--- config.mk ---
export PLATFORM = sky130hd
export DESIGN_NAME = bipf_queue
export DESIGN_NICKNAME = d
export VERILOG_FILES = /design/src/bipf_pkg.sv /design/src/bipf_queue.sv
export SDC_FILE = /design/constraint.sdc
export NUM_CORES = 1
export LEC_CHECK = 0
export BUFFER_PORTS_ARGS = -buffer_cell sky130_fd_sc_hd__buf_4
export CORE_ASPECT_RATIO = 0.5
export CORE_MARGIN = 2
export CORE_UTILIZATION = 51
export CTS_BUF_LIST = sky130_fd_sc_hd__clkbuf_4 sky130_fd_sc_hd__clkbuf_8 sky130_fd_sc_hd__clkbuf_16
export DETAILED_ROUTE_END_ITERATION = 7
export MAX_ROUTING_LAYER = met4
export PLACE_DENSITY = 0.75
export SYNTH_ARGS = -nofsm -noshare
export SYNTH_HDL_FRONTEND = slang
export SYNTH_SLANG_ARGS = --single-unit
--- constraint.sdc ---
create_clock -name clk -period 3.4 [get_ports clk]
set_input_delay 0.34 -clock clk [delete_from_list [all_inputs] [get_ports clk]]
set_output_delay 0.34 -clock clk [all_outputs]
set_load 0.02 [all_outputs]
--- src/bipf_pkg.sv ---
// ----------------------------------------------------------------------------
// bipf_pkg
// shared constants, codes and types of the peak finder
// ----------------------------------------------------------------------------
`timescale 1ns / 1ps
`default_nettype none

package bipf_pkg;

    localparam int MAX_WIDTH  = 1024;
    localparam int PIXEL_BITS = 24;

    localparam int PIX_W      = 24;
    localparam int DIM_W      = 11;
    localparam int TOL_W      = 24;
    localparam int ADDR_W     = $clog2(MAX_WIDTH);
    localparam int CFG_IDX_W  = 2;
    localparam int CFG_DATA_W = 24;
    localparam int QDEPTH     = 4;
    localparam int QPTR_W     = $clog2(QDEPTH);
    localparam int QCNT_W     = QPTR_W + 1;

    localparam logic [PIX_W-1:0] PIXEL_MASK = (PIXEL_BITS >= PIX_W) ? {PIX_W{1'b1}} :
        PIX_W'((64'd1 << PIXEL_BITS) - 64'd1);

    typedef enum logic [CFG_IDX_W-1:0] {
        CFG_WIDTH     = 2'd0,
        CFG_HEIGHT    = 2'd1,
        CFG_TOLERANCE = 2'd2
    } cfg_index_t;

    typedef enum logic {
        FR_PIXEL,
        FR_FLUSH
    } front_state_t;

    typedef struct packed {
        logic [DIM_W-1:0] width;
        logic [DIM_W-1:0] height;
        logic [TOL_W-1:0] tol;
    } cfg_t;

    localparam cfg_t CFG_RESET = '{width: 11'd1024, height: 11'd1024, tol: '0};

    typedef struct packed {
        logic             hit;
        logic [PIX_W-1:0] value;
        logic [DIM_W-1:0] row;
        logic [DIM_W-1:0] col;
    } cand_t;

    typedef struct packed {
        logic  frame_last;
        cand_t cand_a;
        cand_t cand_b;
    } qent_t;

endpackage

`default_nettype wire

--- src/bipf_queue.sv ---
// ----------------------------------------------------------------------------
// bipf_queue
// short queue of candidate pairs between the window front and the tracker
// ----------------------------------------------------------------------------
`timescale 1ns / 1ps
`default_nettype none

module bipf_queue
    import bipf_pkg::*;
(
    input  logic              clk,
    input  logic              rst_n,
    input  logic              push,
    input  qent_t             wdata,
    input  logic              pop,
    output qent_t             rdata,
    output logic              rvalid,
    output logic [QCNT_W-1:0] count
);

    qent_t             slot_reg [QDEPTH];
    logic [QPTR_W-1:0] wr_ptr_reg, wr_ptr_next;
    logic [QPTR_W-1:0] rd_ptr_reg, rd_ptr_next;
    logic [QCNT_W-1:0] count_reg, count_next;
    logic              do_pop;

    assign rvalid = (count_reg != '0);
    assign rdata  = slot_reg[rd_ptr_reg];
    assign count  = count_reg;
    assign do_pop = pop && rvalid;

    always_comb
    begin
        wr_ptr_next = wr_ptr_reg;
        rd_ptr_next = rd_ptr_reg;
        count_next  = count_reg;
        if (push)
        begin
            wr_ptr_next = wr_ptr_reg + 1'b1;
        end
        if (do_pop)
        begin
            rd_ptr_next = rd_ptr_reg + 1'b1;
        end
        if (push && !do_pop)
        begin
            count_next = count_reg + 1'b1;
        end
        else if (!push && do_pop)
        begin
            count_next = count_reg - 1'b1;
        end
    end

    always_ff @(posedge clk or negedge rst_n)
    begin
        if (!rst_n)
        begin
            wr_ptr_reg <= '0;
            rd_ptr_reg <= '0;
            count_reg  <= '0;
        end
        else
        begin
            wr_ptr_reg <= wr_ptr_next;
            rd_ptr_reg <= rd_ptr_next;
            count_reg  <= count_next;
        end
    end

    always_ff @(posedge clk)
    begin
        if (push)
        begin
            slot_reg[wr_ptr_reg] <= wdata;
        end
    end

endmodule

`default_nettype wire

## Word level (Yosys, flattened, before mapping)

Memory sizes are Yosys's and may differ from the RTL's.
Index checks and enable logic that the tools add are counted.

- Multiplexer cells: 4
- Add/subtract/negate cells: 4
- Reductions and logical operators: 7

Operator list:

| cell | count |
|---|---|
| $mux W3 | 2 |
| $add A2 B1 Y2 const B | 2 |
| $add A3 B1 Y3 const B | 1 |
| $logic_and A1 B1 Y1 | 3 |
| $reduce_bool A3 Y1 | 1 |
| $sub A3 B1 Y3 const B | 1 |
| $logic_not A1 Y1 | 2 |
| $mux W1 | 2 |
| $reduce_bool A2 Y1 | 1 |

- Input bits: 99
- Output and inout port bits: 99
- Word-level logic and storage cells: 19
- Bits in registers: 7
- Memory bits (writable): 380
- Memories: 1

Memories:

| name | words | bits a word | rd ports | clocked after Yosys merged registers in | wr ports | RTL line | text |
|---|---|---|---|---|---|---|---|
| slot_reg | 4 | 95 | 1 | 0 | 1 | bipf_queue.sv:21 | `qent_t slot_reg [QDEPTH];` |

## Longest topological paths before layout

Gate-level depths: netlist of run 1.

- Depth in word-level cells: 5
- Mapped depth: 8
- Mapped depth without buffers: 8

## Worst setup path before layout of run 1

OpenSTA, ideal clock, no wires.

- Path kind: register to register
- Start: register wr_ptr_reg[0]
- End: memory slot_reg[0][0] in the netlist's numbering, enable pin
- Arrival: 2.820 ns
- Clock period less this slack: 3.284 ns
- Stages on the path, launching flop included: 4
- Path buffers: 0
- Setup slack: 0.116 ns
- Library setup time: 0.464 ns
- Data required time: 2.936 ns
- Cells stage by stage: dfrtp_1 -> inv_1 -> ha_1 -> and2_1

RTL lines:

| element | RTL line | text |
|---|---|---|
| from (decl) | bipf_queue.sv:22 | `logic [QPTR_W-1:0] wr_ptr_reg, wr_ptr_next;` |
| from (signal assigned) | bipf_queue.sv:65 | `wr_ptr_reg <= wr_ptr_next;` |
| to (decl) | bipf_queue.sv:21 |  |

No word-level cell before the write port.

==> qor.csv, run 1 <==
metric;value;unit
Post-Synth Simple-Gate Area;0.337;%
Synth top area share;81.0;%
Ys Warns;0;
FP Rows;42;
max reg flops;380;
Pwr Total;15.6;mW
area growth from synthesis to layout;22.0;%
Worst-Margin Slew;0.696;ns
I/O Pins;198;
CP arrival;2.19;ns
sequential fraction of the synthesis area;82.2;%
fin nets;861;
Pleak;5.88;nW
Syn Nets;635;
DR pass1 iterations;4;
largest net degree at the start of global routing;62;
Crit path largest cell delay;0.60;ns
# clock sinks;387;
cts repair resizes;0;
Clock Path Buffers;3;
DRT iter0 DRCs;363;
CP startpoint kind;flip-flop;
DP HPWL;15500;microns
Routed WL;26300;microns
CTS tree;built;
FILL cells;1794;
cell accounting for the most synthesized area;edfxtp_1;
Max-cap violations;0;
Seq cells post-synth;387;
synth cell count leaders;edfxtp_1, mux4_2, buf_2;
core region area;26800;sq um
Crit-path slowest cell;mux4_2;
fmax;395;MHz
post-layout minimum cycle time;2.53;ns
Synth Area in Adders;0.586;%
Unique masters post-synth;21;
Die Width;239;microns
pwr/cell area;906;nW/um^2
GRT Total Usage;19.3;%
Mapped Cells;530;
Final Hold Viols;0;
CTS clk-pin slew, worst paths;0.07;ns
Area after DPL;16000;sq um
DR vias;6193;
vias per inst;5.48;
most frequent cell after synthesis;edfxtp_1;
CP required;3.06;ns
Peak VDD IR;0.520;mV
sum of negative setup slack;0;ns
DRC violations left;0;
Max-slew headroom;53.6;%
buffers added on ports;197;
Design Area, Final;17200;sq um
GR Overflow Total;0;
status;completed;
# diodes;0;
main combinational cell family by area after synthesis;multiplexers;
unrepaired setup endpoints after global routing;false;
Area contributors post-synth;edfxtp_1, mux4_2, dfrtp_1, ha_1, buf_2;
Post-CTS Setup Bufs;0;
top_reg_cell synth;edfxtp_1;
hold crit path type;in2reg;
Final Max Tran Viols;0;
Num CTS Buffers;35;
vias in the first global route;6906;
crit-path cells;buf_12 > mux4_2 > buf_4;
share of cells above drive strength 1;46.9;%
Setup CP Type;reg2out;
RePlAce Congestion;0.740;
Syn Std Cell Area;14100;sq um
endpoint class of the critical path;primary output;
initial core utilization;52.6;%
number of H-tree levels;2;
FFs w/ async S/R, synth;1.81;%
Routed Antenna Nets;0;
# hold bufs at CTS;4;
Die Y;122;microns
final setup vio count;0;
mux cell area share after synthesis;15.3;%
post-DR wirelength/cell;23.3;microns
worst skew pair latency;0.51;ns
number of synthesized flops with an enable pin;380;
Compound-Gate Fraction of Synth Area;0.0355;%
clock root cell;clkbuf_16;
die area;29100;sq um
post-synthesis xor/xnor area fraction;0.373;%
skew final;0.0171;ns
Hold Slack;0.0280;ns
crit share post-route;74.4;%
initial antenna violation count;0;
first-pass GRT wire length;40200;microns
Avg Cell Area, Syn;26.6;sq um
worst-path fanout max;61;
[critical path, delay by kind of cell (launching register included)]
kind	cells	cell delay [ns]
mux	1	0.60
flops	1	0.44
buf+inv	2	0.60
[metal layers]
metal | wire length (microns) | track usage, % | share of wire (%)
met1 | 10800 | 24.6 | 41
met2 | 14100 | 32.7 | 54
met3 | 880 | 3.22 | 3.3
met4 | 503 | 5.35 | 1.9
met5 | 0 | - | 0
[report_power, final]
part	total, mW	switching [mW]	internal [mW]	leakage, nW
Sequential	6.46	0.221	6.24	3.57
Combinational	5.27	2.91	2.37	1.76
Clock	3.85	1.63	2.21	0.553
[placed cells by master, fill, tap and decap left out, drive strengths merged]
master,netlist,layout
inv,3,4
dlygate4sd3,0,4
xnor2,3,3
o21ai,1,1
ha,5,5
clkinvlp,0,3
nor2,1,1
bufinv,0,2
dfrtp,7,7
mux2,1,1
clkinv,0,9
or3,1,1
and2,4,4
buf,18,207
xor2,3,3
nand2,2,2
nand3,1,1
edfxtp,380,380
mux4,95,95
fa,1,1
clkbuf,4,45
[worst paths after layout]
kind | start | end | slack, ns | cells after the start
min | wdata[35] | slot_reg[1][35] | 0.03 | 1
max reg2reg | count[0] | count[2] | 1.25 | 8
min reg2reg | count[2] | count[2] | 0.50 | 1
max in group asynchronous | rst_n | rd_ptr_reg[0] | 3.07 | 2
min in group asynchronous | rst_n | count[0] | 0.18 | 2
max | rd_ptr_reg[0] | rdata[91] | 0.87 | 3
[cells by family after synthesis]
logic type	after synthesis
flip-flops	387
multiplexers	96
buffers and inverters	25
AND/OR/NAND/NOR	9
XOR/XNOR	6
adder cells (fa/ha/maj)	6
AO/OA/AOI/OAI	1
[through the flow]
step / worst slack, ns / utilization [%] / std cells
global placement: 1.35 / 59.8 / 1067
floorplan: 0.116 / - / 530
CTS: 0.811 / 64.2 / 1131
global route: 0.721 / 64.2 / 1131
detailed placement: 1.23 / 59.8 / 1067
finish: 0.869 / 64.2 / 1131
[area by class of cell]
type / instances / area, sq um / share of cell area, %
multi-input combinational: 118 / 2350 / 13.7
clock inverter: 15 / 134 / 0.779
inverter: 3 / 11.3 / 0.0655
sequential: 387 / 11600 / 67.4
tap: 352 / 440 / 2.56
clock buffer: 45 / 986 / 5.73
timing repair buffer: 211 / 1680 / 9.78
No activity file was read; power rests on OpenSTA's default activity.
==> run 2: changes to the inputs <==
==> constraint.sdc (replaced) <==
create_clock -name clk -period 2.05 [get_ports clk]
set_input_delay 0.205 -clock clk [delete_from_list [all_inputs] [get_ports clk]]
set_output_delay 0.205 -clock clk [all_outputs]
set_load 0.02 [all_outputs]
==> qor.csv, run 2 (synthesis results as in run 1) <==
metric;value;unit;change
status;complete, but fails checks;;
failing checks;setup timing;;
CP arrival;2.07;ns;-0.12 ns
clock root cell;clkbuf_16;;
hold crit path type;in2async;;
unrepaired setup endpoints after global routing;true;;
Final Hold Viols;0;;unchanged
worst-path fanout max;10;;-84%
post-DR wirelength/cell;24.0;microns;+3.0%
# clock sinks;387;;unchanged
largest net degree at the start of global routing;37;;-40%
CP startpoint kind;flip-flop;;
dpl cells;1084;;+1.6%
pre-CTS setup slack;0.00131;ns;-1.23 ns
post-route non-filler standard cell count;1265;;+12%
Worst-Margin Slew;0.360;ns;-0.336 ns
skew final;0.0180;ns;+0.000952 ns
post-layout minimum cycle time;2.28;ns;
Die Width;239;microns;unchanged
max reg flops;380;;unchanged
fin nets;990;;+15%
Routed WL;30300;microns;+15%
final setup vio count;95;;+95
DRT iter0 DRCs;590;;+63%
Peak VDD IR;0.711;mV;+37%
DR vias;6982;;+13%
area growth from synthesis to layout;34.7;%;
CP dominant cell by count;buf_4;;
DRC violations left;0;;unchanged
Max-cap violations;0;;unchanged
crit-path cells;buf_4 > buf_16 > mux4_2 > buf_4;;
Crit-path slowest cell;mux4_2;;
initial antenna violation count;2;;+2
vias per inst;5.52;;+0.80%
initial core utilization;52.6;%;unchanged
GR Overflow Total;0;;unchanged
Routed Antenna Nets;0;;unchanged
first-pass GRT wire length;45200;microns;+12%
Pleak;6.63;nW;+13%
commonest cells after routing, fill and taps aside;edfxtp_1, buf_4, dlygate4sd3_1;;
register area;11600;sq um;about the same
worst skew pair latency;0.51;ns;about the same
CTS clk-pin slew, worst paths;0.06;ns;about the same
DR pass1 iterations;4;;unchanged
share of cells above drive strength 1;44.6;%;-2.2 points
die area;29100;sq um;unchanged
endpoint class of the critical path;primary output;;
Crit path largest cell delay;0.52;ns;-0.08 ns
pwr/cell area;1480;nW/um^2;+63%
Pwr Total;28.0;mW;+80%
buffers added on ports;197;;unchanged
RePlAce Congestion;0.767;;+3.8%
Max-slew headroom;76.0;%;+22 points
crit share post-route;111;%;
Die Y;122;microns;unchanged
core region area;26800;sq um;unchanged
FP Rows;42;;unchanged
Worst Slack Setup Final;-0.227;ns;-1.10 ns
most common library cell in the layout ignoring fill and taps;edfxtp_1;;
fmax;439;MHz;
number of H-tree levels;2;;unchanged
Final Max Tran Viols;0;;unchanged
I/O Pins;198;;unchanged
Num CTS Buffers;35;;unchanged
CTS tree;built;;
Setup CP Type;reg2out;;
Hold Slack;0.0444;ns;+0.0164 ns
area of the multi-input gates;2370;sq um;+0.96%
DP HPWL;17000;microns;+10%
final core occ;70.8;%;+6.6 points
FILL cells;1578;;-12%
CP required;1.85;ns;-1.21 ns
Clock Path Buffers;3;;unchanged
vias in the first global route;7530;;+9.0%
GRT Total Usage;22.0;%;+2.7 points
run 2: cell count changes in the layout (fill, tap and decap cells not counted), sizes merged:
cell / previous run / this run
buf: 207 / 239
bufinv: 2 / 1
clkbuf: 45 / 46
clkinv: 9 / 16
clkinvlp: 3 / 2
diode: 0 / 3
dlygate4sd3: 4 / 98
inv: 4 / 3
run 2: path summary, 6_finish.rpt:
path	start	end	slack, ns	depth (start not counted)
setup reg to reg	count[2]	count[2]	0.09	8
hold / removal	rst_n	count[2]	0.04	2
hold reg to reg	wr_ptr_reg[0]	wr_ptr_reg[0]	0.53	1
min in group clk	wdata[87]	slot_reg[2][87]	0.43	2
max in group asynchronous	rst_n	rd_ptr_reg[0]	1.86	2
setup / recovery	rd_ptr_reg[0]	rdata[93]	-0.23	4
run 2: what timing repair did:
| action | CTS | global route |
|---|---|---|
| gates resized for setup | 72 | 4 |
| hold buffers | 98 | 0 |
| cloned | 5 | 3 |
| endpoints found under the setup margin | 96 | 96 |
| setup buffers | 10 | 2 |
| endpoints found under the hold margin | 391 | 0 |
| pin swaps | 2 | 2 |
run 2: cell type report:
cell class	count	share of cell area, %
Clock inverter	19	0.633
Tap cell	352	2.32
Inverter	3	0.0593
Timing Repair Buffer	340	18.2
Sequential cell	387	61.1
Clock buffer	43	5.12
Multi-Input combinational cell	118	12.5
Antenna cell	3	0.0396
run 2: routing by layer:
layer	wire (microns)	vias to the layer above	global-route usage (%)
met1	12100	3712	28.0
met5	0	-	-
met3	1370	60	3.94
met4	936	0	8.24
li1	-	3003	-
met2	15900	207	36.0
run 2: worst max-delay path, delay by kind of cell (launching register included):
kind	cells	cell delay (ns)
mux	1	0.52
buf+inv	3	0.52
flops	1	0.51
run 2: where the power goes:
part           internal (mW)  switching (mW)
clock network           3.51            2.77
logic                   5.52            5.48
registers               10.3           0.420
run 2: per-stage QoR:
stage               TNS (ns)  area [sq um]
global placement           0         16300
floorplan                  0         14100
CTS                   -19.83         18900
global route          -22.52         19000
detailed placement         0         16300
finish                -16.12         19000
