$ cat config.mk
export PLATFORM = sky130hd
export DESIGN_NAME = bipf_back_flat
export DESIGN_NICKNAME = d
export VERILOG_FILES = /design/src/bipf_pkg.sv /design/src/bipf_ifs.sv /design/src/bipf_back.sv /design/src/flat_wrapper.sv
export SDC_FILE = /design/constraint.sdc
export NUM_CORES = 1
export LEC_CHECK = 0
export BUFFER_PORTS_ARGS = -buffer_cell sky130_fd_sc_hd__buf_2
export CORE_MARGIN = 2
export CORE_UTILIZATION = 45
export CTS_CLUSTER_DIAMETER = 80
export DETAILED_ROUTE_END_ITERATION = 10
export GPL_TIMING_DRIVEN = 0
export PLACE_DENSITY = 0.68
export SYNTH_ARGS = -nofsm -noshare
export SYNTH_HDL_FRONTEND = slang
export SYNTH_SLANG_ARGS = --single-unit
$ cat constraint.sdc
create_clock -name clk -period 14.2 [get_ports clk]
set_clock_uncertainty 0.15 [all_clocks]
set_input_delay 0.71 -clock clk [delete_from_list [all_inputs] [get_ports clk]]
set_output_delay 0.71 -clock clk [all_outputs]
set_load 0.01 [all_outputs]
$ cat src/bipf_pkg.sv
// ----------------------------------------------------------------------------
// bipf_pkg
// shared constants, codes and types of the peak finder
// ----------------------------------------------------------------------------
`timescale 1ns / 1ps
`default_nettype none

package bipf_pkg;

    localparam int MAX_WIDTH  = 1024;
    localparam int PIXEL_BITS = 24;

    localparam int PIX_W      = 24;
    localparam int DIM_W      = 11;
    localparam int TOL_W      = 24;
    localparam int ADDR_W     = $clog2(MAX_WIDTH);
    localparam int CFG_IDX_W  = 2;
    localparam int CFG_DATA_W = 24;
    localparam int QDEPTH     = 4;
    localparam int QPTR_W     = $clog2(QDEPTH);
    localparam int QCNT_W     = QPTR_W + 1;

    localparam logic [PIX_W-1:0] PIXEL_MASK = (PIXEL_BITS >= PIX_W) ? {PIX_W{1'b1}} :
        PIX_W'((64'd1 << PIXEL_BITS) - 64'd1);

    typedef enum logic [CFG_IDX_W-1:0] {
        CFG_WIDTH     = 2'd0,
        CFG_HEIGHT    = 2'd1,
        CFG_TOLERANCE = 2'd2
    } cfg_index_t;

    typedef enum logic {
        FR_PIXEL,
        FR_FLUSH
    } front_state_t;

    typedef struct packed {
        logic [DIM_W-1:0] width;
        logic [DIM_W-1:0] height;
        logic [TOL_W-1:0] tol;
    } cfg_t;

    localparam cfg_t CFG_RESET = '{width: 11'd1024, height: 11'd1024, tol: '0};

    typedef struct packed {
        logic             hit;
        logic [PIX_W-1:0] value;
        logic [DIM_W-1:0] row;
        logic [DIM_W-1:0] col;
    } cand_t;

    typedef struct packed {
        logic  frame_last;
        cand_t cand_a;
        cand_t cand_b;
    } qent_t;

endpackage

`default_nettype wire

$ cat src/bipf_ifs.sv
// ----------------------------------------------------------------------------
// bipf interfaces
// valid/ready channels for pixels, results and register writes
// ----------------------------------------------------------------------------
`timescale 1ns / 1ps
`default_nettype none


interface bipf_result_if import bipf_pkg::*; ();
    logic             valid;
    logic             ready;
    logic             found;
    logic             unique_res;
    logic [DIM_W-1:0] peak_row;
    logic [DIM_W-1:0] peak_column;
    logic [PIX_W-1:0] peak_value;

    modport source (output valid, output found, output unique_res, output peak_row,
        output peak_column, output peak_value, input ready);
    modport sink (input valid, input found, input unique_res, input peak_row,
        input peak_column, input peak_value, output ready);
endinterface


`default_nettype wire

$ cat src/bipf_back.sv
// ----------------------------------------------------------------------------
// bipf_back
// brightest peak tracker and result register
// ----------------------------------------------------------------------------
`timescale 1ns / 1ps
`default_nettype none

module bipf_back
    import bipf_pkg::*;
(
    input  logic          clk,
    input  logic          rst_n,
    input  logic          q_valid,
    input  qent_t         q_rdata,
    output logic          q_pop,
    bipf_result_if.source res
);

    typedef struct packed {
        logic             found;
        logic             uniq;
        logic [PIX_W-1:0] value;
        logic [DIM_W-1:0] row;
        logic [DIM_W-1:0] col;
    } best_t;

    localparam best_t BEST_CLEAR = '{found: 1'b0, uniq: 1'b1, value: '0, row: '0, col: '0};

    best_t            best_reg;
    best_t            after_a, after_b;
    logic             out_valid_reg;
    logic             out_found_reg, out_unique_reg;
    logic [DIM_W-1:0] out_row_reg, out_col_reg;
    logic [PIX_W-1:0] out_value_reg;
    logic             end_pop;

    function automatic best_t track(input best_t b, input cand_t c);
        best_t n;
        n = b;
        if (c.hit)
        begin
            if (!b.found || (c.value > b.value))
            begin
                n.found = 1'b1;
                n.uniq  = 1'b1;
                n.value = c.value;
                n.row   = c.row;
                n.col   = c.col;
            end
            else if (c.value == b.value)
            begin
                n.uniq = 1'b0;
            end
        end
        return n;
    endfunction

    assign q_pop   = q_valid && (!q_rdata.frame_last || !out_valid_reg || res.ready);
    assign end_pop = q_pop && q_rdata.frame_last;
    assign after_a = track(best_reg, q_rdata.cand_a);
    assign after_b = track(after_a, q_rdata.cand_b);

    always_ff @(posedge clk or negedge rst_n)
    begin
        if (!rst_n)
        begin
            best_reg      <= BEST_CLEAR;
            out_valid_reg <= 1'b0;
        end
        else
        begin
            if (q_pop)
            begin
                best_reg <= end_pop ? BEST_CLEAR : after_b;
            end
            if (end_pop)
            begin
                out_valid_reg <= 1'b1;
            end
            else if (res.ready)
            begin
                out_valid_reg <= 1'b0;
            end
        end
    end

    always_ff @(posedge clk)
    begin
        if (end_pop)
        begin
            out_found_reg  <= after_b.found;
            out_unique_reg <= after_b.found && after_b.uniq;
            out_row_reg    <= after_b.row;
            out_col_reg    <= after_b.col;
            out_value_reg  <= after_b.value;
        end
    end

    assign res.valid       = out_valid_reg;
    assign res.found       = out_found_reg;
    assign res.unique_res  = out_unique_reg;
    assign res.peak_row    = out_row_reg;
    assign res.peak_column = out_col_reg;
    assign res.peak_value  = out_value_reg;

endmodule

`default_nettype wire

$ cat src/flat_wrapper.sv
// flat-port wrapper written by rule: the top's interface ports become plain ports
module bipf_back_flat import bipf_pkg::*;
  (clk, rst_n, q_valid, q_rdata, q_pop, res_valid, res_found, res_unique_res, res_peak_row, res_peak_column, res_peak_value, res_ready);
  bipf_result_if res_i ();
  input  logic clk;
  input  logic rst_n;
  input  logic q_valid;
  input  qent_t q_rdata;
  output logic q_pop;
  output wire logic [$bits(res_i.valid)-1:0] res_valid;
  output wire logic [$bits(res_i.found)-1:0] res_found;
  output wire logic [$bits(res_i.unique_res)-1:0] res_unique_res;
  output wire logic [$bits(res_i.peak_row)-1:0] res_peak_row;
  output wire logic [$bits(res_i.peak_column)-1:0] res_peak_column;
  output wire logic [$bits(res_i.peak_value)-1:0] res_peak_value;
  input wire logic [$bits(res_i.ready)-1:0] res_ready;
  assign res_valid = res_i.valid;
  assign res_found = res_i.found;
  assign res_unique_res = res_i.unique_res;
  assign res_peak_row = res_i.peak_row;
  assign res_peak_column = res_i.peak_column;
  assign res_peak_value = res_i.peak_value;
  assign res_i.ready = res_ready;
  bipf_back u_core (.clk(clk), .rst_n(rst_n), .q_valid(q_valid), .q_rdata(q_rdata), .q_pop(q_pop), .res(res_i));
endmodule
Yosys cells after proc, flatten, opt, wreduce, memory -nomap -nowiden

Cells that the tools add are included.

Bits in read-only memories: 0
Logic and storage cells: 40
Memories: 0
Bits of input ports: 99
Bits in writable memories: 0
Output and inout port bits: 50
Bits in registers: 97
Latch bits: 0

Shift-type cells: 0
Reductions and logical operators: 12
Bitwise operators: 0
Add/subtract/negate cells: 0
$lt $le $gt $ge: 2
Multiplexer cells: 13
$mul: 0
Divide/modulo/power cells: 0
Equality and inequality tests: 2

Operators by type and width:

| operator                       | count |
|---|---|
| 2-to-1 mux 48 bit              | 3 |
| 2-to-1 mux 46 bit              | 2 |
| equality test 24 bit           | 2 |
| greater-than comparator 24 bit | 2 |
| 2-to-1 mux 1 bit               | 8 |
| zero test 1 bit                | 4 |
| logical OR 1 bit               | 4 |
| logical AND 1 bit              | 3 |
| nonzero test 2 bit             | 1 |

Depth between registers and ports, before layout

Gate-level depths: netlist of the first run.

Depth in word-level cells: 9
Depth in mapped cells: 20
Mapped depth without buffers: 16

Worst setup path after synthesis of the first run

No wires, ideal clock.

Path kind: input-to-reg
Start point: in q_rdata[91] (netlist name)
End point: reg u_core.out_value_reg[16], in the netlist u_core.res.peak_value[16], data pin
Path buffers: 4
Setup slack: 9.084 ns
Required time: 13.781 ns
Arrival time: 4.697 ns
Stages: 16
Library setup time: 0.269 ns
Cell sequence: ha_1 > nand4_1 > nor4_2 > a21boi_0 > a222oi_1 > buf_4 > buf_4 > mux2i_1 > ha_1 > nand4_1 > or4_4 > or4_1 > o311ai_2 > buf_4 > buf_2 > a21oi_1

RTL lines:

| item                 | RTL line          | RTL |
|---|---|---|
| start, declared      | flat_wrapper.sv:8 | `input qent_t q_rdata;` |
| end signal, assigned | bipf_back.sv:95   | `out_value_reg <= after_b.value;` |
| end, declared        | bipf_back.sv:34   | `logic [PIX_W-1:0] out_value_reg;` |

==> results.md, run 1 <==
* Run status: finished clean
* Total Power Consumption at 0.000876 W
* Final Hold Violating Endpoints at 0
* Headroom to the max-slew limit at 17.9%
* Largest net degree at the start of global routing at 50
* CP max stage cell: sky130_fd_sc_hd__or4_4
* Dpl cells at 902
* Deepest level of the CTS H-tree at 3
* Switching part of the total at 33.0%
* Most Frequent Cell on Critical Path: sky130_fd_sc_hd__buf_4
* Series of cell instances along the critical path: buf_2, ha_1, nand4_1, nor4_2, a21boi_0, a222oi_1, buf_4, buf_4, mux2i_1, ha_1, nand4_1, or4_4, or4_1, o311ai_2, buf_4, buf_2, a21oi_1
* Number of buffers inserted by port buffering at 148
* Drt total wl at 15900 µm
* Die X-Extent at 119 µm
* Clock tree from TritonCTS: yes
* Register share of total power at 40.7%
* VDD IR max at 60.4 µV
* First-pass GRT wire length at 25000 µm
* Reg2Reg Setup Slack at 8510 ps
* Distinct cell type count after synthesis at 37
* DRC viols at 0
* Share of total power in the clock network at 29.3%
* Part of the Yosys area used for sequential elements at 44.6%
* Final Setup Violations at 0
* Starting utilization of the core area at 45.6%
* Average vias per placed instance at 5.43
* Fin nets at 884
* Boundary pin count at 149
* Synthesized netlist cell count at 577
* Number of global-route vias before repair at 4957
* Non-Filler Instances at 918
* Clk Latency, worst-skew pair at 360 ps
* Die boundary height at 119 µm
* Placement Cell Area at 6980 µm²
* Average wire length per cell after detail routing at 17.3 µm
* Final core utilization at 55.4%
* Biggest area contributors in the synthesized netlist: sky130_fd_sc_hd__edfxtp_1 24%, sky130_fd_sc_hd__dfrtp_1 20%, sky130_fd_sc_hd__ha_1 10%
* Cell with the most instances after synthesis: sky130_fd_sc_hd__inv_1
* Placeable core area at 13100 µm²
* Worst slew pin tran at 1230 ps
* Final period utilization at 40.5%
* Root buffer cell: sky130_fd_sc_hd__clkbuf_16
* Area used by sequential logic in the layout at 2670 µm²
* Kind of path behind the tightest hold check: reg -> reg
* Post-CTS setup buffers at 0
* Final sum of negative setup slack at 0 ps
* Critical path endpoint category: flip-flop
* Post-detailed-route count of antenna-violating nets at 0
* Share of the synthesized area in the top cell type at 24.1%
* Multi-input combinational cell area at 2850 µm²
* Clk pin slew, worst setup/hold paths at 70 ps
* Crit start category: input pin
* Post-synth EDFFs at 48
* Largest fanout on the critical path at 10
* Total clock buffers created by CTS at 9
* Number of violations reported at the end of detailed-routing iteration 0 at 225
* Count of max-cap constraint violations at 0
* Total congestion overflow at 0
* Post-synthesis area per instance at 10.4 µm²
* Antenna violations before repair at 0
* Buffering stage count on the worst path with inverters included at 5
* Quantity of hold-fixing buffers added after cts at 0
* Final period demand of the worst path at 5750 ps
* PostCTS Resize Cnt at 0
* Worst path arrival time at 5680 ps
* Layout Area Growth over Synthesis at 21.7%
* Logic pwr share at 30.0%
* Flops & latches, synth at 97
* Setup repair after global routing missed its margin: no
* Core Rows at 42
* Total power density per cell area at 120 nW/µm²
* Num Clock Sinks at 97
* Top post-synthesis cells by count: 77 x sky130_fd_sc_hd__inv_1, 69 x sky130_fd_sc_hd__a21oi_1, 57 x sky130_fd_sc_hd__nand2_1, 53 x sky130_fd_sc_hd__nor2_1
* Cell internal pwr at 0.000587 W
* Syn_nets at 724
* Switch Pwr at 0.000289 W
* Share of flip-flops with an asynchronous set or reset at 50.5%
* Synth Cell Area at 5990 µm²
* Number of flip-flops under the largest register name at 48
* WP data required at 14140 ps
* Worst path max stage delay at 600 ps
* Fraction of layout instances using a drive strength above 1 at 31.5%
* Placed wire-length estimate after detailed placement at 11800 µm
* Gate family responsible for the most delay along the worst path: simple AND/OR/NAND/NOR gates
* Via count at 4982
* Max-slew violation count at 0
* Fmax at 174 MHz
* WS Path Type: in -> reg
* Maximum number of buffers from clock root to sink at 2
* Leading area contributor after synthesis: sky130_fd_sc_hd__edfxtp_1
* Count of TritonRoute iterations in the first routing pass at 5
* Fill cell count at 1173
* Area of the die at 14200 µm²
* Antenna diode count at 0
* Weighted congestion reported at the end of routability-driven placement at 0.821
* Leak at 3.39 nW
* Primary flip-flop cell chosen by synthesis mapping: sky130_fd_sc_hd__edfxtp_1
* Yosys warning count at 0
* Total routing resource utilization after global routing at 22.9%
* Finished layout cell area at 7280 µm²
[power groups by stage]
| stage | logic, W | clock network, W | registers (W) |
|---|---|---|---|
| 2_1_floorplan | 0.000174 | 0 | 0.000365 |
| 3_3_place_gp | 0.000254 | 0 | 0.000361 |
| 3_5_place_dp | 0.000262 | 0 | 0.000363 |
| 4_1_cts | 0.000264 | 0.000262 | 0.000357 |
| 5_1_grt | 0.000293 | 0.000270 | 0.000360 |
| 6_report | 0.000262 | 0.000257 | 0.000357 |
[area by class of cell]
class	count	area share, %
Clock buffer	9	3.09
Sequential cell	97	36.6
Timing Repair Buffer	149	10.4
Buffer	29	2.56
Multi-Input combinational cell	374	39.1
Clock inverter	7	1.15
Tap cell	176	3.02
Inverter	77	3.97
[placed cells by master, fill, tap and decap left out, types with 3 or more instances in the layout]
| cell | count |
|---|---|
| sky130_fd_sc_hd__nand4_1 | 12 |
| sky130_fd_sc_hd__nand3_1 | 3 |
| sky130_fd_sc_hd__nand2_1 | 57 |
| sky130_fd_sc_hd__buf_4 | 10 |
| sky130_fd_sc_hd__clkbuf_16 | 9 |
| sky130_fd_sc_hd__edfxtp_1 | 48 |
| sky130_fd_sc_hd__o21ai_0 | 10 |
| sky130_fd_sc_hd__o221ai_1 | 6 |
| sky130_fd_sc_hd__a21oi_1 | 69 |
| sky130_fd_sc_hd__dfrtp_1 | 48 |
| sky130_fd_sc_hd__inv_1 | 77 |
| sky130_fd_sc_hd__nor3_1 | 4 |
| sky130_fd_sc_hd__nor2b_1 | 5 |
| sky130_fd_sc_hd__nor2_1 | 52 |
| sky130_fd_sc_hd__clkbuf_1 | 7 |
| sky130_fd_sc_hd__mux2i_1 | 46 |
| sky130_fd_sc_hd__buf_2 | 156 |
| sky130_fd_sc_hd__o211ai_1 | 3 |
| sky130_fd_sc_hd__o221ai_2 | 40 |
| sky130_fd_sc_hd__buf_6 | 4 |
| sky130_fd_sc_hd__ha_1 | 48 |
[routing by layer]
layer  GRT usage, %  vias up  part of all wire, %
li1               -     2397                    -
met1           29.3     2390                   44
met2           38.3      171                   48
met3           4.31       24                  5.8
met4           9.04        0                  2.3
met5              0        -                    0
[worst min-delay path, stage by stage, from the launching register on]
cell,delay (ps)
sky130_fd_sc_hd__dfrtp_1,340
sky130_fd_sc_hd__nand2_1,60
sky130_fd_sc_hd__o221ai_2,60
[logic make-up (layout without fill, tap and decap cells)]
kind of cell	after synthesis	in the layout	synth area share, %
multiplexers	46	46	7.69
adder cells (fa/ha/maj)	48	48	10.0
buffers and inverters	106	271	7.94
flip-flops	97	97	44.6
AO/OA/AOI/OAI	139	139	19.5
AND/OR/NAND/NOR	141	141	10.2
[path summary, 6_finish.rpt]
check,start,to,depth (start not counted)
min in group asynchronous,rst_n,u_core.best_reg[33]$_DFFE_PN0P_,1
hold reg to reg,u_core.best_reg[3]$_DFFE_PN0P_,u_core.best_reg[3]$_DFFE_PN0P_,2
setup / recovery,q_rdata[91],u_core.res.peak_value[23]$_DFFE_PP_,17
setup reg to reg,u_core.best_reg[41]$_DFFE_PN0P_,u_core.res.peak_value[23]$_DFFE_PP_,17
max in group asynchronous,rst_n,u_core.best_reg[42]$_DFFE_PN0P_,1
hold / removal,u_core.best_reg[3]$_DFFE_PN0P_,u_core.best_reg[3]$_DFFE_PN0P_,2
[through the flow]
stage | hold WS (ps) | setup WS (ps)
2_1_floorplan | 264 | 9080
3_3_place_gp | 319 | 8210
3_5_place_dp | 330 | 8100
4_1_cts | 346 | 8470
5_1_grt | 363 | 8140
6_report | 345 | 8450
Note: power is estimated with default switching activity, not from simulation.
==> run 2, diff against run 1 <==
==> constraint.sdc (replaced) <==
create_clock -name clk -period 5.4 [get_ports clk]
set_clock_uncertainty 0.15 [all_clocks]
set_input_delay 0.27 -clock clk [delete_from_list [all_inputs] [get_ports clk]]
set_output_delay 0.27 -clock clk [all_outputs]
set_load 0.01 [all_outputs]
==> results.md, run 2 (synthesis results as in run 1) <==
* Total power density per cell area at 315 nW/µm² (+160%)
* Max-slew violation count at 0 (unchanged)
* Share of total power in the clock network at 28.8% (-0.5 points)
* Logic pwr share at 31.1% (+1.1 points)
* Drt total wl at 16100 µm (+1.5%)
* DRC viols at 0 (unchanged)
* Setup repair after global routing missed its margin: yes
* Average wire length per cell after detail routing at 17.4 µm (+0.64%)
* WP data required at 5490 ps (-8650 ps)
* Final period demand of the worst path at 5190 ps
* WS Path Type: reg -> reg
* Switching part of the total at 33.2% (+0.21 points)
* Placeable core area at 13100 µm² (unchanged)
* Top library cells by usage in the layout, fill and taps aside: 153 x sky130_fd_sc_hd__buf_2, 77 x sky130_fd_sc_hd__inv_1, 69 x sky130_fd_sc_hd__a21oi_1
* Fmax at 193 MHz
* Dpl cells at 902 (unchanged)
* Headroom to the max-slew limit at 17.0% (-0.83 points)
* Total clock buffers created by CTS at 9 (unchanged)
* Critical path endpoint category: flip-flop
* Weighted congestion reported at the end of routability-driven placement at 0.821 (unchanged)
* Clk pin slew, worst setup/hold paths at 70 ps (about the same)
* Average vias per placed instance at 5.41 (-0.33%)
* VDD IR max at 159 µV (+160%)
* Clock tree from TritonCTS: yes
* First-pass GRT wire length at 25200 µm (+0.66%)
* Number of violations reported at the end of detailed-routing iteration 0 at 266 (+18%)
* Cell internal pwr at 0.00157 W (+170%)
* Count of TritonRoute iterations in the first routing pass at 5 (unchanged)
* Endpoint of the worst-slack reg-to-reg timing path: u_core.best_reg[42]$_DFFE_PN0P_
* Number of buffers inserted by port buffering at 148 (unchanged)
* Most frequent standard cell in the layout excluding fill and tap cells: sky130_fd_sc_hd__buf_2
* Worst slew pin tran at 1240 ps (+12.5 ps)
* Final Hold Violating Endpoints at 0 (unchanged)
* Total routing resource utilization after global routing at 23.0% (+0.15 points)
* Starting utilization of the core area at 45.6% (unchanged)
* Largest fanout on the critical path at 10 (unchanged)
* Antenna diode count at 0 (unchanged)
* Worst path arrival time at 5270 ps (-410 ps)
* Deepest level of the CTS H-tree at 3 (unchanged)
* Register share of total power at 40.0% (-0.7 points)
* Largest net degree at the start of global routing at 50 (unchanged)
* Antenna violations before repair at 0 (unchanged)
* Placed wire-length estimate after detailed placement at 11800 µm (unchanged)
* Root buffer cell: sky130_fd_sc_hd__clkbuf_16
* Switch Pwr at 0.000782 W (+170%)
* Number of flip-flops under the largest register name at 48 (unchanged)
* Final sum of negative setup slack at 0 ps (unchanged)
* Crit. Startpoint: u_core.best_reg[43]$_DFFE_PN0P_
* Reg2Reg Setup Slack at 210 ps (-8300 ps)
* Via count at 5009 (+0.54%)
* Maximum number of buffers from clock root to sink at 2 (unchanged)
* Post-detailed-route count of antenna-violating nets at 0 (unchanged)
* Final Setup Violations at 0 (unchanged)
* Fin nets at 892 (+0.90%)
* Final core utilization at 56.9% (+1.5 points)
* Non-Filler Instances at 926 (+0.87%)
* Fraction of layout instances using a drive strength above 1 at 34.3% (+2.7 points)
* Crit start category: flip-flop
* Layout Area Growth over Synthesis at 24.9%
* Worst R2R Path Depth at 21 (+4)
* End point of the critical path: u_core.best_reg[42]$_DFFE_PN0P_
* Boundary pin count at 149 (unchanged)
* Num Clock Sinks at 97 (unchanged)
* Critical R2R Launch: u_core.best_reg[43]$_DFFE_PN0P_
* Number of global-route vias before repair at 4997 (+0.81%)
* Area of the die at 14200 µm² (unchanged)
* Core Rows at 42 (unchanged)
* Count of max-cap constraint violations at 0 (unchanged)
* Die boundary height at 119 µm (unchanged)
* Final period utilization at 96.0%
* Run status: finished clean
* Leak at 3.45 nW (+1.6%)
* Die X-Extent at 119 µm (unchanged)
* Clk Latency, worst-skew pair at 360 ps (about the same)
* Kind of path behind the tightest hold check: in -> async
* Total congestion overflow at 0 (unchanged)
-- run 2: worst max-delay path, stage by stage, from the launching register on --
cell	delay (ps)
sky130_fd_sc_hd__dfrtp_1	420
sky130_fd_sc_hd__inv_1	60
sky130_fd_sc_hd__ha_1	290
sky130_fd_sc_hd__nand4_1	190
sky130_fd_sc_hd__nor4_4	360
sky130_fd_sc_hd__buf_4	160
sky130_fd_sc_hd__buf_4	110
sky130_fd_sc_hd__nand2_1	40
sky130_fd_sc_hd__a21oi_1	110
sky130_fd_sc_hd__a222oi_1	80
sky130_fd_sc_hd__buf_4	180
sky130_fd_sc_hd__buf_8	170
sky130_fd_sc_hd__mux2i_4	210
sky130_fd_sc_hd__ha_1	320
sky130_fd_sc_hd__nand4_1	150
sky130_fd_sc_hd__or4_4	600
sky130_fd_sc_hd__or4_1	590
sky130_fd_sc_hd__o311ai_4	160
sky130_fd_sc_hd__nand2b_1	160
sky130_fd_sc_hd__buf_4	210
sky130_fd_sc_hd__buf_6	210
sky130_fd_sc_hd__o221ai_2	120
-- run 2: worst min-delay path by stage --
stage	from	slack, ps	to	cells past startpoint
floorplan	rst_n	-180	u_core.best_reg[0]$_DFFE_PN0P_	0
global placement	u_core.best_reg[0]$_DFFE_PN0P_	320	u_core.best_reg[0]$_DFFE_PN0P_	2
detailed placement	u_core.best_reg[5]$_DFFE_PN0P_	330	u_core.best_reg[5]$_DFFE_PN0P_	2
CTS	q_rdata[13]	20	u_core.best_reg[13]$_DFFE_PN0P_	3
global route	q_rdata[1]	40	u_core.best_reg[1]$_DFFE_PN0P_	3
finish	rst_n	30	u_core.best_reg[6]$_DFFE_PN0P_	1
-- run 2: timing repair --
action,4_1_cts,5_1_grt
pin swaps,1,1
endpoints found under the setup margin,91,86
gates resized for setup,11,21
hold buffers,0,0
cloned,0,1
buffers inserted,4,3
-- run 2: per-layer routing --
layer	vias up	part of all wire, %	track usage [%]
li1	2413	-	-
met2	172	48	38.3
met5	-	0	0
met1	2402	44	29.5
met4	0	2.1	9.41
met3	22	5.8	4.36
-- run 2: cell type report --
| class | count | area, µm² |
|---|---|---|
| Clock inverter | 7 | 83.8 |
| Inverter | 77 | 289 |
| Multi-Input combinational cell | 374 | 2950 |
| Tap cell | 176 | 220 |
| Clock buffer | 9 | 225 |
| Sequential cell | 97 | 2670 |
| Fill cell | 1159 | 5660 |
| Buffer | 29 | 215 |
| Timing Repair Buffer | 157 | 821 |
-- run 2: through the flow --
stage	setup slack (ps)	cell area [µm²]	hold WS, ps	power (W)
detailed placement	-264	6980	330	0.00164
global route	-10.9	7480	44.7	0.00248
floorplan	614	5990	-176	0.00142
global placement	-145	6950	319	0.00162
finish	214	7480	26.2	0.00236
CTS	112	7360	17.1	0.00234
-- run 2: power groups by stage --
stage | Clock, W | Combinational, W | Sequential [W]
final | 0.000679 | 0.000733 | 0.000943
after global routing | 0.000711 | 0.000814 | 0.000952
after CTS | 0.000688 | 0.000711 | 0.000940
after detailed placement | 0 | 0.000689 | 0.000953
after global placement | 0 | 0.000667 | 0.000950
after floorplan | 0 | 0.000457 | 0.000961
==> run 3, diff against run 2 <==
==> constraint.sdc (replaced) <==
create_clock -name clk -period 5.95 [get_ports clk]
set_clock_uncertainty 0.15 [all_clocks]
set_input_delay 0.2975 -clock clk [delete_from_list [all_inputs] [get_ports clk]]
set_output_delay 0.2975 -clock clk [all_outputs]
set_load 0.01 [all_outputs]
==> results.md, run 3 (synthesis results as in run 1) <==
* Number of flip-flops under the largest register name at 48 (unchanged)
* Switching part of the total at 33.0% (-0.18 points)
* Most Frequent Cell on Critical Path: sky130_fd_sc_hd__buf_4
* Area used by sequential logic in the layout at 2670 µm² (unchanged)
* Number of violations reported at the end of detailed-routing iteration 0 at 234 (-12%)
* Core Rows at 42 (unchanged)
* Final Hold Slack at 56.0 ps (+29.8 ps)
* Num Clock Sinks at 97 (unchanged)
* Post-detailed-route count of antenna-violating nets at 0 (unchanged)
* Worst slew pin tran at 1230 ps (-10.4 ps)
* Number of buffers inserted by port buffering at 148 (unchanged)
* Number of global-route vias before repair at 4957 (-0.80%)
* Largest fanout on the critical path at 10 (unchanged)
* Run status: finished clean
* Total congestion overflow at 0 (unchanged)
* Drt total wl at 15900 µm (-1.5%)
* Post-CTS setup buffers at 0 (-4)
* Logic pwr share at 30.0% (-1.1 points)
* Top library cells by usage in the layout, fill and taps aside: 156 x sky130_fd_sc_hd__buf_2, 77 x sky130_fd_sc_hd__inv_1, 69 x sky130_fd_sc_hd__a21oi_1
* Count of TritonRoute iterations in the first routing pass at 5 (unchanged)
* Clock tree from TritonCTS: yes
* Crit. Startpoint: u_core.best_reg[41]$_DFFE_PN0P_
* Cell internal pwr at 0.00140 W (-11%)
* Worst path arrival time at 5540 ps (+270 ps)
* Total routing resource utilization after global routing at 22.9% (-0.15 points)
* Area of the die at 14200 µm² (unchanged)
* Final Setup Violations at 0 (unchanged)
* CP max stage cell: sky130_fd_sc_hd__or4_4
* Reg2Reg Setup Slack at 350 ps (+130 ps)
* Pre-CTS WS at 264 ps (+528 ps)
* Total clock buffers created by CTS at 9 (unchanged)
* Switch Pwr at 0.000691 W (-12%)
* Endpoint of the worst-slack reg-to-reg timing path: u_core.res.peak_value[23]$_DFFE_PP_
* Register share of total power at 40.7% (+0.7 points)
* Starting utilization of the core area at 45.6% (unchanged)
* Crit start category: flip-flop
* WP data required at 5890 ps (+400 ps)
* Average wire length per cell after detail routing at 17.3 µm (-0.64%)
* Clk Latency, worst-skew pair at 360 ps (about the same)
* Clk pin slew, worst setup/hold paths at 70 ps (about the same)
* Kind of path behind the tightest hold check: in -> async
* WS Path Type: reg -> reg
* Critical path endpoint category: flip-flop
* Deepest level of the CTS H-tree at 3 (unchanged)
* Final sum of negative setup slack at 0 ps (unchanged)
* Fin nets at 884 (-0.90%)
* End point of the critical path: u_core.res.peak_value[23]$_DFFE_PP_
* VDD IR max at 144 µV (-9.7%)
* Buffering stage count on the worst path with inverters included at 5 (-2)
* Antenna violations before repair at 0 (unchanged)
* Fill cell count at 1170 (+0.95%)
* Final period utilization at 94.1% (-1.9 points)
* Layout Area Growth over Synthesis at 21.8%
* Placed wire-length estimate after detailed placement at 11800 µm (unchanged)
* Finished layout cell area at 7290 µm² (-2.4%)
* Series of cell instances along the critical path: inv_1, ha_1, nand4_1, nor4_4, a21boi_0, a222oi_1, buf_4, buf_4, mux2i_1, ha_1, nand4_1, or4_4, or4_1, o311ai_2, buf_4, buf_2, a21oi_1
* Root buffer cell: sky130_fd_sc_hd__clkbuf_16
* Worst R2R Path Depth at 17 (-19%)
* Antenna diode count at 0 (unchanged)
* Setup repair after global routing missed its margin: no
* Worst Setup Slack, final at 349 ps (+135 ps)
* Gate family responsible for the most delay along the worst path: simple AND/OR/NAND/NOR gates
* Worst path max stage delay at 600 ps (about the same)
* Die X-Extent at 119 µm (unchanged)
* Average vias per placed instance at 5.41 (about the same)
* Die boundary height at 119 µm (unchanged)
* Stages on the worst setup path at 17 (-19%)
* Multi-input combinational cell area at 2860 µm² (-3.2%)
* Max-slew violation count at 0 (unchanged)
* Count of max-cap constraint violations at 0 (unchanged)
* Total power density per cell area at 287 nW/µm² (-9.0%)
* Critical R2R Launch: u_core.best_reg[41]$_DFFE_PN0P_
* Via count at 4970 (-0.78%)
* Boundary pin count at 149 (unchanged)
* Largest net degree at the start of global routing at 50 (unchanged)
* Leak at 3.41 nW (-1.1%)
* Placement Cell Area at 6980 µm² (unchanged)
* Weighted congestion reported at the end of routability-driven placement at 0.821 (unchanged)
* DRC viols at 0 (unchanged)
* Final Hold Violating Endpoints at 0 (unchanged)
* Maximum number of buffers from clock root to sink at 2 (unchanged)
* Headroom to the max-slew limit at 17.7% (+0.70 points)
* Share of total power in the clock network at 29.3% (+0.5 points)
* Fmax at 179 MHz (-7.4%)
* Final period demand of the worst path at 5600 ps (+415 ps)
* Fraction of layout instances using a drive strength above 1 at 31.7% (-2.6 points)
* Placeable core area at 13100 µm² (unchanged)
* First-pass GRT wire length at 25000 µm (-0.66%)
* Most frequent standard cell in the layout excluding fill and tap cells: sky130_fd_sc_hd__buf_2
run 3: cell count changes in the layout (fill, tap and decap cells not counted), sizes merged:
cell,delta
clkbuf,-3
buf,-5
run 3: worst min-delay path by stage:
stage	startpoint	endpoint	slack [ps]
floorplan	rst_n	u_core.best_reg[0]$_DFFE_PN0P_	-150
global placement	u_core.best_reg[0]$_DFFE_PN0P_	u_core.best_reg[0]$_DFFE_PN0P_	320
detailed placement	u_core.best_reg[5]$_DFFE_PN0P_	u_core.best_reg[5]$_DFFE_PN0P_	330
CTS	q_rdata[13]	u_core.best_reg[13]$_DFFE_PN0P_	40
global route	q_rdata[1]	u_core.best_reg[1]$_DFFE_PN0P_	70
finish	rst_n	u_core.best_reg[33]$_DFFE_PN0P_	60
run 3: repair_timing:
action	4_1_cts	5_1_grt
gates resized for setup	0	3
hold buffers	0	0
setup endpoints to repair	0	37
run 3: worst register-to-register path, stage by stage (launching register included):
cell                       delay, ps
sky130_fd_sc_hd__dfrtp_1         370
sky130_fd_sc_hd__inv_1            50
sky130_fd_sc_hd__ha_1            310
sky130_fd_sc_hd__nand4_1         200
sky130_fd_sc_hd__nor4_4          420
sky130_fd_sc_hd__a21boi_0        160
sky130_fd_sc_hd__a222oi_1        330
sky130_fd_sc_hd__buf_4           300
sky130_fd_sc_hd__buf_4           280
sky130_fd_sc_hd__mux2i_1         380
sky130_fd_sc_hd__ha_1            200
sky130_fd_sc_hd__nand4_1         160
sky130_fd_sc_hd__or4_4           600
sky130_fd_sc_hd__or4_1           560
sky130_fd_sc_hd__o311ai_2        170
sky130_fd_sc_hd__buf_4           270
sky130_fd_sc_hd__buf_2           280
sky130_fd_sc_hd__a21oi_1         140
run 3: through the flow:
| step | cells | utilization, % | power (W) |
|---|---|---|---|
| floorplan | 577 | - | 0.00129 |
| global route | 918 | 55.5 | 0.00221 |
| detailed placement | 902 | 53.1 | 0.00149 |
| global placement | 901 | 52.9 | 0.00147 |
| finish | 918 | 55.5 | 0.00209 |
| CTS | 918 | 55.4 | 0.00211 |
run 3: area by class of cell:
class / count / area share [%]
sequential: 97 / 36.6
timing repair buffer: 149 / 10.4
inverter: 77 / 3.96
multi-input combinational: 374 / 39.2
clock buffer: 9 / 3.09
clock inverter: 7 / 1.15
tap: 176 / 3.02
buffer: 29 / 2.57
run 3: power by group through the flow:
stage / Combinational [W] / Sequential [W] / Clock (W)
finish: 0.000628 / 0.000852 / 0.000612
detailed placement: 0.000626 / 0.000865 / 0
floorplan: 0.000415 / 0.000872 / 0
CTS: 0.000630 / 0.000852 / 0.000625
global placement: 0.000606 / 0.000862 / 0
global route: 0.000700 / 0.000860 / 0.000645
run 3: per-layer routing:
metal | up-vias | share of wire, % | GRT usage [%]
li1 | 2398 | - | -
met1 | 2374 | 44 | 29.3
met2 | 174 | 48 | 38.3
met3 | 24 | 5.9 | 4.31
met4 | 0 | 2.2 | 9.04
met5 | - | 0 | 0
